$ cat src/i2da_pkg.sv
// ----------------------------------------------------------------------------
// i2da_pkg
// shared widths, character codes and control struct for the decimal formatter
// ----------------------------------------------------------------------------
package i2da_pkg;

	localparam int VALUE_W    = 64;
	localparam int NUM_DIGITS = 20;
	localparam int BCD_W      = 4 * NUM_DIGITS;
	localparam int CHAR_W     = 6;
	localparam int STEP_W     = $clog2(VALUE_W);
	localparam int REM_W      = $clog2(NUM_DIGITS + 1);

	localparam logic [CHAR_W-1:0] CHAR_ZERO  = CHAR_W'(48);
	localparam logic [CHAR_W-1:0] CHAR_MINUS = CHAR_W'(45);

	typedef struct packed {
		logic load;
		logic step;
		logic shift;
	} i2da_ctrl_t;

endpackage

$ cat src/int_to_decimal_ascii.sv
// ----------------------------------------------------------------------------
// int_to_decimal_ascii
// 64-bit integer to decimal ascii text, one character per output item
// ----------------------------------------------------------------------------
// input channel s_*: tdata holds the value, tuser the command (0 unsigned,
// 1 signed two's complement). output channel m_*: tdata holds one ascii
// character, tlast marks the final character of a number.
// one number is handled at a time; s_tready is high only while idle.
// after acceptance the magnitude is converted by a bit-serial shift and
// add-three unit, then leading zero digits are dropped at one per cycle
// (up to 19), then the sign decides whether a minus sign goes out.
// characters then go out one per cycle while m_tready is high: the minus
// sign first for negative signed values, then the digits, most
// significant first.
// when the receiver stalls, the character and tlast hold until taken.
// reset returns the block to idle; a number in flight is dropped.
// ----------------------------------------------------------------------------
module int_to_decimal_ascii import i2da_pkg::*; (
	input  logic               clk,
	input  logic               arst_n,
	input  logic               s_tvalid,
	output logic               s_tready,
	input  logic [VALUE_W-1:0] s_tdata,   // value[63:0]
	input  logic [0:0]         s_tuser,   // command[0]
	output logic               m_tvalid,
	input  logic               m_tready,
	output logic [7:0]         m_tdata,   // character[5:0], zero[7:6]
	output logic               m_tlast
);

	localparam logic [2:0] ST_IDLE = 3'd0;
	localparam logic [2:0] ST_CONV = 3'd1;
	localparam logic [2:0] ST_SKIP = 3'd2;
	localparam logic [2:0] ST_SIGN = 3'd3;
	localparam logic [2:0] ST_EMIT = 3'd4;

	logic [2:0]         state_q;
	logic [STEP_W-1:0]  cnt_q;
	logic [REM_W-1:0]   rem_q;
	logic               neg_q;
	logic               neg_in;
	logic [VALUE_W-1:0] magnitude;
	logic [3:0]         top_digit;
	logic [CHAR_W-1:0]  character;
	logic               accept;
	logic               take;
	i2da_ctrl_t         ctrl;

	assign accept    = s_tvalid && s_tready;
	assign take      = m_tvalid && m_tready;
	assign neg_in    = s_tuser[0] && s_tdata[VALUE_W-1];
	assign magnitude = neg_in ? (~s_tdata + VALUE_W'(1)) : s_tdata;

	always_comb begin
		ctrl.load  = accept;
		ctrl.step  = (state_q == ST_CONV);
		ctrl.shift = ((state_q == ST_SKIP) && (top_digit == 4'd0) && (rem_q > REM_W'(1)))
			|| ((state_q == ST_EMIT) && take && (rem_q != REM_W'(1)));
	end

	i2da_dabble u_dabble (
		.clk       (clk),
		.ctrl      (ctrl),
		.magnitude (magnitude),
		.top_digit (top_digit)
	);

	always_ff @(posedge clk or negedge arst_n) begin
		if (!arst_n) begin
			state_q <= ST_IDLE;
			cnt_q   <= '0;
			rem_q   <= '0;
			neg_q   <= 1'b0;
		end else begin
			unique case (state_q)
				ST_IDLE: begin
					if (accept) begin
						neg_q   <= neg_in;
						cnt_q   <= '0;
						state_q <= ST_CONV;
					end
				end
				ST_CONV: begin
					cnt_q <= cnt_q + STEP_W'(1);
					if (cnt_q == STEP_W'(VALUE_W - 1)) begin
						rem_q   <= REM_W'(NUM_DIGITS);
						state_q <= ST_SKIP;
					end
				end
				ST_SKIP: begin
					if (ctrl.shift) begin
						rem_q <= rem_q - REM_W'(1);
					end else begin
						state_q <= neg_q ? ST_SIGN : ST_EMIT;
					end
				end
				ST_SIGN: begin
					if (take) begin
						state_q <= ST_EMIT;
					end
				end
				ST_EMIT: begin
					if (take) begin
						if (rem_q == REM_W'(1)) begin
							state_q <= ST_IDLE;
						end else begin
							rem_q <= rem_q - REM_W'(1);
						end
					end
				end
				default: begin
					state_q <= ST_IDLE;
				end
			endcase
		end
	end

	assign character = (state_q == ST_SIGN) ? CHAR_MINUS : (CHAR_ZERO + CHAR_W'(top_digit));
	assign s_tready  = (state_q == ST_IDLE);
	assign m_tvalid  = (state_q == ST_SIGN) || (state_q == ST_EMIT);
	assign m_tdata   = {2'b00, character};
	assign m_tlast   = (state_q == ST_EMIT) && (rem_q == REM_W'(1));

endmodule

$ cat src/i2da_dabble.sv
// ----------------------------------------------------------------------------
// i2da_dabble
// bit-serial binary to bcd converter (shift and add three), with digit shift-out
// ----------------------------------------------------------------------------
module i2da_dabble import i2da_pkg::*; (
	input  logic               clk,
	input  i2da_ctrl_t         ctrl,
	input  logic [VALUE_W-1:0] magnitude,
	output logic [3:0]         top_digit
);

	logic [VALUE_W-1:0] mag_q;
	logic [BCD_W-1:0]   bcd_q;
	logic [BCD_W-1:0]   adj;

	always_comb begin
		for (int d = 0; d < NUM_DIGITS; d++) begin
			if (bcd_q[4*d +: 4] > 4'd4) begin
				adj[4*d +: 4] = bcd_q[4*d +: 4] + 4'd3;
			end else begin
				adj[4*d +: 4] = bcd_q[4*d +: 4];
			end
		end
	end

	always_ff @(posedge clk) begin
		if (ctrl.load) begin
			mag_q <= magnitude;
			bcd_q <= '0;
		end else if (ctrl.step) begin
			bcd_q <= {adj[BCD_W-2:0], mag_q[VALUE_W-1]};
			mag_q <= {mag_q[VALUE_W-2:0], 1'b0};
		end else if (ctrl.shift) begin
			bcd_q <= {bcd_q[BCD_W-5:0], 4'd0};
		end
	end

	assign top_digit = bcd_q[BCD_W-1 -: 4];

endmodule

$ cat config.mk
export PLATFORM = sky130hd
export DESIGN_NAME = int_to_decimal_ascii
export DESIGN_NICKNAME = d
export VERILOG_FILES = /design/src/i2da_pkg.sv /design/src/int_to_decimal_ascii.sv /design/src/i2da_dabble.sv
export SDC_FILE = /design/constraint.sdc
export NUM_CORES = 1
export LEC_CHECK = 0
export BUFFER_PORTS_ARGS = -buffer_cell sky130_fd_sc_hd__buf_2
export CAP_MARGIN = 0
export CORE_MARGIN = 8
export CORE_UTILIZATION = 45
export CTS_CLUSTER_DIAMETER = 60
export DETAILED_ROUTE_END_ITERATION = 7
export GPL_TIMING_DRIVEN = 0
export PLACE_DENSITY_LB_ADDON = 0.08
export SYNTH_ARGS = -nofsm -noshare
export SYNTH_HDL_FRONTEND = slang
export SYNTH_HIERARCHICAL = 1
export SYNTH_SLANG_ARGS = --single-unit
$ cat constraint.sdc
create_clock -name clk -period 5.4 [get_ports clk]
set_input_delay 0.27 -clock clk [delete_from_list [all_inputs] [get_ports clk]]
set_output_delay 0.27 -clock clk [all_outputs]
set_load 0.01 [all_outputs]
# Word-level counts from Yosys, hierarchy flattened
# Index checks and enable logic that the tools add are counted.
# totals
in_bits	69
output_inout_bits	11
reg_bits	159
wordCells	128
# classes
reduce_logical	20
n_addsub	24
n_lt_le_gt_ge	21
mux	41
bitwise	1
eq_ne	15
# op_table
op	count
$mux W64	3
$mux W80	2
$gt A4 B3 Y1 const B	20
$add A4 B2 Y4 const B	19
$mux W4	19
$add A64 B1 Y64 const B	1
$not A64 Y64	1
$mux W3	8
$mux W5	4
$pmux W3 S5	1
$pmux W5 S3	1
$mux W6	2
$pmux W6 S2	1
$ne A2 B2 Y1 const B	5
$logic_and A1 B1 Y1	8
$add A5 B5 Y6 const A	1
$add A6 B1 Y6 const B	1
$eq A3 B2 Y1 const B	2
$eq A6 B6 Y1 const B	1
$ne A2 B1 Y1 const B	3
$reduce_and A6 Y1	1
$reduce_bool A2 Y1	3
$eq A5 B1 Y1 const B	1
$gt A5 B1 Y1 const B	1
other kinds (11)	13

# Logic depth before layout (Yosys ltp)
# Gate-level depths: netlist of run 1.
# logic_depth
word_depth	8
depth_mapped	11
ltp_nobuf	8

# Cells and area by module
# The synthesis of run 1 kept the hierarchy.
# modules_own_cells
module	seq_area_each_um2	cells_per_inst	n_inst	area_per_inst_um2
i2da_dabble	3523.4	825	1	8555.7
int_to_decimal_ascii	375.4	331	1	2479.9

# Worst setup path after synthesis of run 1
# Ideal clock, no wire load.
# synth_path
path_kind	flip-flop to flip-flop
from	reg state_q[1]
to	reg u_dabble.mag_q[0] (enable)
stages_incl_launch_ff	8
arrival_ns	2.823
path_buffers	2
setup_ns	0.419
setup_slack_ns	2.159
period_less_slack_ns	3.241
required_ns	4.981
path_cell_list	dfrtp_1 > clkbuf_1 > nor3_1 > nand2_1 > inv_1 > buf_2 > nor2_2 > inv_1
# synth_via
elab_chain_len	3
word_cells_on_any_way	4
cone_classes	1 x eq/ne; 3 x reduce/logical
# synth_rtl
item	line_no	rtl
from (decl)	int_to_decimal_ascii.sv:37	logic [2:0] state_q;
from (signal assigned)	int_to_decimal_ascii.sv:94	state_q <= neg_q ? ST_SIGN : ST_EMIT;
$logic_not A3 Y1	int_to_decimal_ascii.sv:119	assign s_tready = (state_q == ST_IDLE);
via s_tready	int_to_decimal_ascii.sv:22	output logic s_tready,
$logic_and A1 B1 Y1	int_to_decimal_ascii.sv:49	assign accept = s_tvalid && s_tready;
via accept	int_to_decimal_ascii.sv:45	logic accept;
$reduce_bool A2 Y1 (no source line)	-	
to (signal assigned)	i2da_dabble.sv:28	mag_q <= magnitude;
to (signal assigned)	i2da_dabble.sv:32	mag_q <= {mag_q[VALUE_W-2:0], 1'b0};
to (decl)	i2da_dabble.sv:12	logic [VALUE_W-1:0] mag_q;
# The timed path passes the listed nets, and every way through them passes these cells.
# A chain may end at the register's enable or synchronous reset.

==> run summary, run 1 <==
CP Class - flop to flop
CTS Buf Count - 17
Syn Area/Cell - 9.55 sq um
Clock sinks - 159
Vias after detailed routing - 9120
Crit end category - flop
TNS Setup - 0 ns
Unique cell type count in the Yosys netlist - 66
Worst endpoint data arrival time - 3.58 ns
Top cells by count, synth - 100 x mux2_2, 85 x nand2_1, 80 x dfxtp_1, 75 x inv_1, 64 x edfxtp_1
Area fraction of the dominant cell type after synthesis - 17.4%
Mapped Area - 11000 sq um
Initial DRC count - 557
Grt met3 use - 3.51%
Most common cell in the synthesized netlist - mux2_2
Area Overhead vs Synth - 13.5%
Post-layout minimum cycle time - 3.21 ns
Drc violations - 0
Leakage power - 5.18 nW
Routed WL - 30.0 mm
Post-CTS Setup Inserts - 0
Buffers on Ports - 76
Worst-margin pin slew - 0.938 ns
Max-Cap Viols - 0
Largest area contributor in the netlist - edfxtp_1
Unrepaired setup endpoints after global routing - false
Top cells by area, synth - edfxtp_1 17%, dfxtp_1 15%, mux2_2 10%
Root buf cell - clkbuf_16
First-pass GRT wire length - 48.7 mm
Post-synth EDFFs - 64
Cell count after synthesis - 1156
Max clock buf depth - 2
Main synth FF type - dfxtp_1
Gr ovfl total - 0
Worst-path clk slew - 0.06 ns
Starting Density - 45.6%
Antenna Violating Nets Remaining - 0
Yosys reg bits - 159
Antenna cells - 0
CP Data Required Time - 5.76 ns
Max FO, Critical Path - 10
Final core utilization - 51.8%
Final Hold Vio Count - 0
Worst slew margin - 37.3%
Die width - 173 um
Placed cell count - 1558
Layout cell share with drive strength beyond 1 - 23.0%
Initial antenna violation count - 0
GP Congestion - 0.840
Slew Limit Fails - 0
Met2 Resource Use GR - 31.6%
Status - finished, final reports clean
Worst skew pair latency - 0.43 ns
Final Cycle Share - 59.5%
Htree depth - 4
Largest net degree at the start of global routing - 44
Core area - 24200 sq um
Final cell count without fillers - 1591
All-layer global routing usage - 20.0%
Hold-fix buffers, CTS - 1
Asr flop ratio synth - 9.43%
DPL Wire Length - 20.8 mm
Clock skew - 0.0128 ns
Most Crowded Layer GR - met2
Vias in the first global route - 9106
GR Layer Usage met1 - 27.1%
I/O pin cnt - 80
Fin nets - 1366
Die Ht - 173 um
Yosys warns - 6
Crit path launch type - flop
Post_cts resized - 0
Site Rows - 57
Max rail drop VDD - 0.208 mV
Max Fclk - 311 MHz
Hold crit path type - primary input to flop
CTS tree - built
Final setup violation count - 0
Die Footprint - 29800 sq um
Avg WL per Cell - 18.9 um
DR vias/cell - 5.73
Power Density - 568 nW/um^2
Seq/Total Area, Yosys - 35.3%
TritonRoute pass-1 iters - 5
state kept, by name, summed over array words and instances, names as in the netlist:
register / cells
state_q: 3
rem_q: 5
cnt_q: 6
u_dabble/mag_q: 64
neg_q: 1
u_dabble/bcd_q: 80
kinds of logic after synthesis:
kind of cell	after synthesis	synth area share, %
AOI/OAI and AO/OA	280	18.6
muxes	125	12.5
xor gates and xnor gates	62	4.92
DFF	159	35.3
buffers and inverters	157	7.24
and+or+nand+nor	328	16.5
other	2	0.0681
adders and majority gates	43	4.88
cell usage in the layout, fill, tap and decap left out, types with 43 or more instances in the layout:
master,instances
dfxtp_1,80
nor2_1,58
o211ai_1,48
inv_1,74
o21ai_0,54
buf_2,94
mux2_2,100
ha_1,43
nand2_1,85
edfxtp_1,64
power by group:
| part | switching [mW] | total, mW | internal, mW |
|---|---|---|---|
| clock | 0.521 | 1.37 | 0.846 |
| sequential | 0.484 | 2.47 | 1.99 |
| combinational | 1.74 | 3.27 | 1.53 |
worst max-delay path, cell delays in order (launching register included):
cell       delay [ns]
dfxtp_1          0.39
buf_4            0.17
or4_1            0.59
a2111oi_0        0.40
o21ai_1          0.22
inv_1            0.18
buf_6            0.18
nor3b_4          0.55
buf_6            0.27
nand2_1          0.10
nand3_1          0.09
layout make-up:
class / instances / area [sq um]
fillers: 2276 / 11700
multi-input cells: 841 / 6340
flip-flops and latches: 159 / 3900
plain buffers: 80 / 510
clock buffers: 21 / 493
repair buffers: 78 / 410
well taps: 324 / 405
inverters: 77 / 289
clock inverters: 11 / 173
worst paths after layout:
path                                          from                 end  slack (ns)  cells after the start
min in group asynchronous                   arst_n            cnt_q[4]        0.29                      2
max in group asynchronous                   arst_n          state_q[2]        4.84                      2
worst max-delay path            u_dabble/bcd_q[79]  u_dabble/bcd_q[31]        2.19                     10
worst max register to register  u_dabble/bcd_q[79]  u_dabble/bcd_q[31]        2.19                     10
worst min register to register            cnt_q[5]            cnt_q[5]        0.48                      1
worst min-delay path                      m_tready          state_q[2]        0.14                      3
routing by layer:
metal | wire length (um) | vias to the layer above | part of all wire, %
met5 | 0 | - | 0
met4 | 632 | 0 | 2.1
met3 | 1220 | 43 | 4.1
met2 | 13500 | 222 | 45
met1 | 14700 | 4383 | 49
li1 | - | 4472 | -
through the flow:
stage               setup slack, ns  hold slack [ns]  cell area, sq um  power [mW]
floorplan                      2.16          -0.0256             11000        4.87
global placement               1.24            0.203             11800        5.67
detailed placement             2.07            0.204             11800        5.73
CTS                            2.20            0.122             12500        7.13
global route                   1.98            0.155             12500        7.68
finish                         2.19            0.142             12500        7.11
No activity file was read; power rests on OpenSTA's default activity.
==> run 2: changes to the inputs <==
==> constraint.sdc (replaced) <==
create_clock -name clk -period 2.7 [get_ports clk]
set_input_delay 0.135 -clock clk [delete_from_list [all_inputs] [get_ports clk]]
set_output_delay 0.135 -clock clk [all_outputs]
set_load 0.01 [all_outputs]
==> run 2 against run 1 <==
Compared with the run above:
- sequential share of layout area shrank 0.82 points
- utilization grew 1.5 points
- wire length rose by 2.5%
- via count increased by 2.2%
- clock skew is 0.0070 ns higher
- combinational power rose by 110%
- total power grew 100%
- count of clock-buffer cells in the layout fell by 3
- register-to-register slack got worse by 2.1 ns
- maximum frequency is 22% higher
- critical path depth is the same
- clock power up 83%
- critical path type unchanged
==> run summary, run 2 (synthesis results as in run 1) <==
Final Cycle Share - 97.8% (was 59.5%)
Logic pwr share - 47.8% (was 46.0%)
FF+latch area - 3900 sq um (about the same)
CTS Buf Count - 17 (unchanged)
Die Footprint - 29800 sq um (unchanged)
Area Overhead vs Synth - 16.7% (was 13.5%)
Starting Density - 45.6% (unchanged)
Final cell count without fillers - 1613 (was 1591)
CP endpoint - u_dabble/bcd_q[18] (was u_dabble/bcd_q[31])
Buffers on Ports - 76 (unchanged)
Initial DRC count - 608 (was 557)
Crit path launch type - flop (unchanged)
Cell family with most CP delay - simple AND/OR/NAND/NOR gates (unchanged)
Htree depth - 4 (unchanged)
Post-placement setup slack - -0.500 ns (was 2.07 ns)
Hold crit path type - primary input to flop (unchanged)
Layout cell share with drive strength beyond 1 - 25.8% (was 23.0%)
CTS tree - built (unchanged)
Root buf cell - clkbuf_16 (unchanged)
Max FFs per register - 80 (unchanged)
Drc violations - 0 (unchanged)
Final setup violation count - 0 (unchanged)
Die width - 173 um (unchanged)
Clock Power Share - 17.6% (was 19.2%)
Core area - 24200 sq um (unchanged)
Vias after detailed routing - 9324 (was 9120)
Net load switching power - 5.65 mW (was 2.74 mW)
Post-layout minimum cycle time - 2.64 ns (was 3.21 ns)
I/O pin cnt - 80 (unchanged)
Slowest stage delay, CP - 0.56 ns (was 0.59 ns)
CP cell instances - buf_6 -> or4_4 -> a2111oi_4 -> o21ai_2 -> inv_2 -> buf_12 -> clkbuf_16 -> mux2_2 -> nand2_1 -> o311ai_1 (was buf_4 -> or4_1 -> a2111oi_0 -> o21ai_1 -> inv_1 -> buf_6 -> nor3b_4 -> buf_6 -> nand2_1 -> nand3_1)
Status - finished, final reports clean (unchanged)
Leakage power - 5.33 nW (was 5.18 nW)
Largest Register - u_dabble/bcd_q (unchanged)
Crit-path slowest cell - or4_4 (was or4_1)
Max clock buf depth - 2 (unchanged)
Final Hold Vio Count - 0 (unchanged)
Antenna Violating Nets Remaining - 0 (unchanged)
Placed cell count - 1558 (unchanged)
Worst slew margin - 45.5% (was 37.3%)
Max rail drop VDD - 0.443 mV (was 0.208 mV)
GP Congestion - 0.846 (was 0.840)
R2r worst-path depth - 10 (unchanged)
TNS Setup - 0 ns (unchanged)
Worst skew pair latency - 0.43 ns (about the same)
DPL Wire Length - 20.8 mm (about the same)
Initial antenna violation count - 0 (unchanged)
Worst-margin pin slew - 0.817 ns (was 0.938 ns)
TritonRoute pass-1 iters - 7 (was 5)
Avg WL per Cell - 19.1 um (was 18.9 um)
DR vias/cell - 5.78 (was 5.73)
Max Fclk - 379 MHz (was 311 MHz)
Most frequent cells in the layout - 97 x mux2_2, 92 x buf_2, 85 x nand2_1, 78 x dfxtp_1, 73 x inv_1 (was 100 x mux2_2, 94 x buf_2, 85 x nand2_1, 80 x dfxtp_1, 74 x inv_1)
CP Class - flop to flop (unchanged)
WP buf/inv - 4 (unchanged)
Slew Limit Fails - 0 (unchanged)
Clock sinks - 159 (unchanged)
Crit end category - flop (unchanged)
Overall power - 14.3 mW (was 7.11 mW)
Clock skew - 0.0198 ns (was 0.0128 ns)
Int Power - 8.65 mW (was 4.36 mW)
CP startpoint - u_dabble/bcd_q[79] (unchanged)
Gr ovfl total - 0 (unchanged)
All-layer global routing usage - 20.0% (about the same)
Sw frac - 39.5% (was 38.6%)
Power Density - 1110 nW/um^2 (was 568 nW/um^2)
Max FO, Critical Path - 6 (was 10)
Routed WL - 30.8 mm (was 30.0 mm)
Min Hold Slack - 0.0798 ns (was 0.142 ns)
Worst flop-to-flop path endpoint - u_dabble/bcd_q[18] (was u_dabble/bcd_q[31])
Vias in the first global route - 8991 (was 9106)
Max-Cap Viols - 0 (unchanged)
Worst-path clk slew - 0.07 ns (was 0.06 ns)
Multi-input logic area - 6460 sq um (was 6340 sq um)
Antenna cells - 0 (unchanged)
Worst endpoint data arrival time - 2.92 ns (was 3.58 ns)
Largest net degree at the start of global routing - 43 (was 44)
Die Ht - 173 um (unchanged)
Worst Slack Setup Final - 0.0591 ns (was 2.19 ns)
Cell depth of the worst setup path - 10 (unchanged)
Sequential share of power - 34.6% (was 34.7%)
Commonest non-fill, non-tap cell in the layout - mux2_2 (unchanged)
Reg2reg setup slack - 0.06 ns (was 2.19 ns)
Site Rows - 57 (unchanged)
Reg2reg start - u_dabble/bcd_q[79] (unchanged)
Largest registers - u_dabble/bcd_q (80), u_dabble/mag_q (64), cnt_q (6) (unchanged)
Fin nets - 1388 (was 1366)
CP Data Required Time - 2.98 ns (was 5.76 ns)
# fillers - 2248 (was 2276)
Unrepaired setup endpoints after global routing - true (was false)
First-pass GRT wire length - 48.9 mm (was 48.7 mm)
==> run 2: cell count changes in the layout (fill, tap and decap cells not counted), sizes merged <==
cell | before | now
clkinvlp | 1 | 3
clkinv | 3 | 7
clkbuf | 44 | 45
buf | 133 | 149
dlygate4sd3 | 1 | 2
bufinv | 4 | 3
inv | 80 | 79
==> run 2: metal layers <==
layer	share of wire [%]	wire length (um)	global-route usage (%)
met2	47	14400	32.0
met1	48	14700	27.4
met5	0	0	0
met3	4.6	1400	3.62
met4	0.99	306	5.00
==> run 2: final cells by class <==
cell class	instances	area share [%]
sequential	159	30.3
timing repair inverter	1	0.0583
inverter	77	2.27
tap	324	3.15
clock inverter	14	1.27
buffer	80	4.58
clock buffer	18	3.33
timing repair buffer	99	4.84
multi-input combinational	841	50.2
==> run 2: repair_timing <==
item	in CTS	in global routing
hold endpoints to repair	16	0
resized for setup	22	43
hold buffers	2	0
buffers inserted	5	11
endpoints found under the setup margin	145	147
pin swaps	1	3
cloned	3	2
==> run 2: worst min path at each step <==
stage,from,endpoint,slack (ns),cells after the start
after floorplan,arst_n,cnt_q[0],-0.16,0
after global placement,arst_n,cnt_q[5],0.07,1
after detailed placement,arst_n,cnt_q[5],0.07,1
after CTS,s_tdata[0],u_dabble/mag_q[0],0.06,2
after global routing,s_tdata[0],u_dabble/mag_q[0],0.08,2
final,s_tdata[0],u_dabble/mag_q[0],0.08,2
==> run 2: stage by stage <==
stage	cell area, sq um	util, %
detailed placement	11900	49.0
global placement	11800	49.0
global route	12900	53.3
CTS	12600	52.1
floorplan	11100	-
finish	12900	53.3
==> run 2: worst register-to-register path, stage by stage (launching register included) <==
cell and delay [ns]:
dfxtp_4 0.37, buf_6 0.11, or4_4 0.56, a2111oi_4 0.35, o21ai_2 0.12, inv_2 0.14, buf_12 0.16, clkbuf_16 0.17
mux2_2 0.33, nand2_1 0.07, o311ai_1 0.12
==> run 2: power by group through the flow <==
stage / clock network (mW) / registers (mW) / logic [mW]
CTS: 2.57 / 4.91 / 6.62
finish: 2.51 / 4.95 / 6.84
global route: 2.66 / 5.10 / 7.63
floorplan: 0 / 4.62 / 5.14
detailed placement: 0 / 4.95 / 6.52
global placement: 0 / 4.97 / 6.38
==> run 3: changes to the inputs <==
--- a/config.mk
+++ b/config.mk
@@ -7,8 +7,11 @@
 export LEC_CHECK = 0
 export BUFFER_PORTS_ARGS = -buffer_cell sky130_fd_sc_hd__buf_2
 export CAP_MARGIN = 0
+export CELL_PAD_IN_SITES_DETAIL_PLACEMENT = 1
+export CELL_PAD_IN_SITES_GLOBAL_PLACEMENT = 1
 export CORE_MARGIN = 8
 export CORE_UTILIZATION = 45
+export CTS_BUF_LIST = sky130_fd_sc_hd__clkbuf_2 sky130_fd_sc_hd__clkbuf_4 sky130_fd_sc_hd__clkbuf_8
 export CTS_CLUSTER_DIAMETER = 60
 export DETAILED_ROUTE_END_ITERATION = 7
 export GPL_TIMING_DRIVEN = 0
==> run 3 against run 2 <==
Compared with the run above:
- wire length grew 8.0%
- sequential cell count is the same
- register-to-register slack lost 0.02 ns
- maximum frequency shrank 0.66%
- global-route usage grew 1.7 points
- cell count shrank 0.19%
- final area shrank 2.0%
- worst hold slack lost 0.039 ns
- first-iteration DRC count grew 1.2%
- clock skew grew 0.0094 ns
==> run summary, run 3 (synthesis results as in run 1) <==
Final setup violation count - 0 (unchanged)
CP Data Required Time - 3.05 ns (was 2.98 ns)
Worst skew pair latency - 0.49 ns (was 0.43 ns)
Critical path's most frequent cell - clkbuf_16
Gr ovfl total - 0 (unchanged)
Final Hold Vio Count - 0 (unchanged)
Clock sinks - 159 (unchanged)
Commonest non-fill, non-tap cell in the layout - mux2_2 (unchanged)
Layout cell share with drive strength beyond 1 - 25.4% (was 25.8%)
Design area - 12600 sq um (was 12900 sq um)
CTS tree - built (unchanged)
Core area - 24200 sq um (unchanged)
Root buf cell - clkbuf_8 (was clkbuf_16)
Slowest stage delay, CP - 0.56 ns (about the same)
Largest net degree at the start of global routing - 35 (was 43)
WP buf/inv - 4 (unchanged)
Logic pwr share - 49.9% (was 47.8%)
Die width - 173 um (unchanged)
GP Congestion - 0.806 (was 0.846)
Area Overhead vs Synth - 14.4% (was 16.7%)
Int Power - 8.09 mW (was 8.65 mW)
Die Ht - 173 um (unchanged)
Antenna Violating Nets Remaining - 0 (unchanged)
Sequential share of power - 35.9% (was 34.6%)
Crit path launch type - flop (unchanged)
DR vias/cell - 5.88 (was 5.78)
Vias in the first global route - 9763 (was 8991)
Fin nets - 1385 (was 1388)
Sw frac - 41.3% (was 39.5%)
Hold crit path type - primary input to flop (unchanged)
DPL Wire Length - 23.1 mm (was 20.8 mm)
CP Class - flop to flop (unchanged)
Final Cycle Share - 98.5% (was 97.8%)
Initial antenna violation count - 0 (unchanged)
Largest registers - u_dabble/bcd_q (80), u_dabble/mag_q (64), cnt_q (6) (unchanged)
Placed cell count - 1558 (unchanged)
Post-layout minimum cycle time - 2.66 ns (was 2.64 ns)
Vias after detailed routing - 9471 (was 9324)
Routed WL - 33.2 mm (was 30.8 mm)
First-pass GRT wire length - 52.8 mm (was 48.9 mm)
Slew Limit Fails - 0 (unchanged)
I/O pin cnt - 80 (unchanged)
Clock skew - 0.0291 ns (was 0.0198 ns)
TritonRoute pass-1 iters - 5 (was 7)
Net load switching power - 5.69 mW (was 5.65 mW)
Max rail drop VDD - 0.457 mV (was 0.443 mV)
CTS Buf Count - 17 (unchanged)
Cell family with most CP delay - compound AO/OA/AOI/OAI gates (was simple AND/OR/NAND/NOR gates)
Crit end category - flop (unchanged)
Worst-margin pin slew - 0.912 ns (was 0.817 ns)
Die Footprint - 29800 sq um (unchanged)
Worst endpoint data arrival time - 3.01 ns (was 2.92 ns)
Buffers on Ports - 76 (unchanged)
Max clock buf depth - 2 (unchanged)
Largest Register - u_dabble/bcd_q (unchanged)
Avg WL per Cell - 20.6 um (was 19.1 um)
Max Fclk - 376 MHz (was 379 MHz)
Most frequent cells in the layout - 100 x mux2_2, 91 x buf_2, 84 x nand2_1, 78 x dfxtp_1, 73 x inv_1 (was 97 x mux2_2, 92 x buf_2, 85 x nand2_1, 78 x dfxtp_1, 73 x inv_1)
Max FFs per register - 80 (unchanged)
Max-Cap Viols - 0 (unchanged)
All-layer global routing usage - 21.7% (was 20.0%)
Worst slew margin - 39.2% (was 45.5%)
Clock Power Share - 14.2% (was 17.6%)
Crit-path slowest cell - or4_4 (unchanged)
Worst-path clk slew - 0.11 ns (was 0.07 ns)
Final cell count without fillers - 1610 (was 1613)
Status - finished, final reports clean (unchanged)
Power Density - 1090 nW/um^2 (was 1110 nW/um^2)
Leakage power - 5.20 nW (was 5.33 nW)
Initial DRC count - 615 (was 608)
Starting Density - 45.6% (unchanged)
CP cell instances - buf_4 -> or4_4 -> a2111oi_4 -> o21ai_2 -> inv_2 -> clkbuf_16 -> clkbuf_16 -> mux2_2 -> o21ai_1 -> a31oi_1 (was buf_6 -> or4_4 -> a2111oi_4 -> o21ai_2 -> inv_2 -> buf_12 -> clkbuf_16 -> mux2_2 -> nand2_1 -> o311ai_1)
Antenna cells - 0 (unchanged)
Drc violations - 0 (unchanged)
Min Hold Slack - 0.0408 ns (was 0.0798 ns)
Max FO, Critical Path - 5 (was 6)
Placement Cell Area - 11900 sq um (unchanged)
Htree depth - 4 (unchanged)
Site Rows - 57 (unchanged)
## run 3: area by class of cell
cell class / instances / area (sq um)
Sequential cell: 159 / 3900
Timing Repair inverter: 1 / 7.51
Clock buffer: 19 / 255
Fill cell: 2780 / 11600
Multi-Input combinational cell: 841 / 6420
Tap cell: 324 / 405
Buffer: 80 / 582
Inverter: 77 / 293
Clock inverter: 13 / 160
Timing Repair Buffer: 96 / 596
## run 3: stage by stage
step	total power, mW	setup TNS [ns]	util (%)	setup WS [ns]
2_1_floorplan	9.75	0	-	0.0325
3_3_place_gp	11.4	-88.29	49.0	-0.986
3_5_place_dp	11.6	-53.43	49.0	-0.512
4_1_cts	13.7	0	51.3	0.00515
5_1_grt	14.9	-0.436	52.2	-0.0455
6_report	13.8	0	52.2	0.0415
## run 3: path summary, 6_finish.rpt
| kind | from | to | slack (ns) | depth (start not counted) |
|---|---|---|---|---|
| hold / removal | s_tvalid | neg_q | 0.04 | 3 |
| setup reg to reg | u_dabble/bcd_q[79] | u_dabble/bcd_q[68] | 0.04 | 10 |
| max in group asynchronous | arst_n | cnt_q[1] | 2.32 | 2 |
| setup / recovery | u_dabble/bcd_q[79] | u_dabble/bcd_q[68] | 0.04 | 10 |
| hold reg to reg | cnt_q[5] | cnt_q[5] | 0.50 | 1 |
| min in group asynchronous | arst_n | neg_q | 0.08 | 2 |
## run 3: timing repair
| action | in CTS | in global routing |
|---|---|---|
| gates cloned | 1 | 2 |
| hold buffers | 2 | 0 |
| pin swaps | 1 | 2 |
| hold endpoints to repair | 17 | 0 |
| buffers inserted | 7 | 8 |
| setup endpoints to repair | 144 | 148 |
| gates resized for setup | 18 | 36 |
## run 3: metal layers
metal  wire [um]  vias up  GRT usage [%]  part of all wire [%]
li1            -     4507              -                     -
met1       15800     4729           28.9                    47
met2       15600      196           35.6                    47
met5           0        -              0                     0
met4         529        0           5.84                   1.6
met3        1290       39           3.81                   3.9
## run 3: power groups by stage
stage	Combinational, mW	Sequential (mW)	Clock (mW)
final	6.88	4.95	1.95
after global routing	7.65	5.12	2.09
after CTS	6.76	4.93	2.00
after detailed placement	6.65	4.98	0
after global placement	6.42	4.96	0
after floorplan	5.14	4.62	0
## run 3: worst register-to-register path: cells and delay by family, from the launching register on
family,cells,cell delay (ns)
buf+inv,4,0.63
compound gates,4,0.66
mux,1,0.33
flops,1,0.36
simple gates,1,0.56
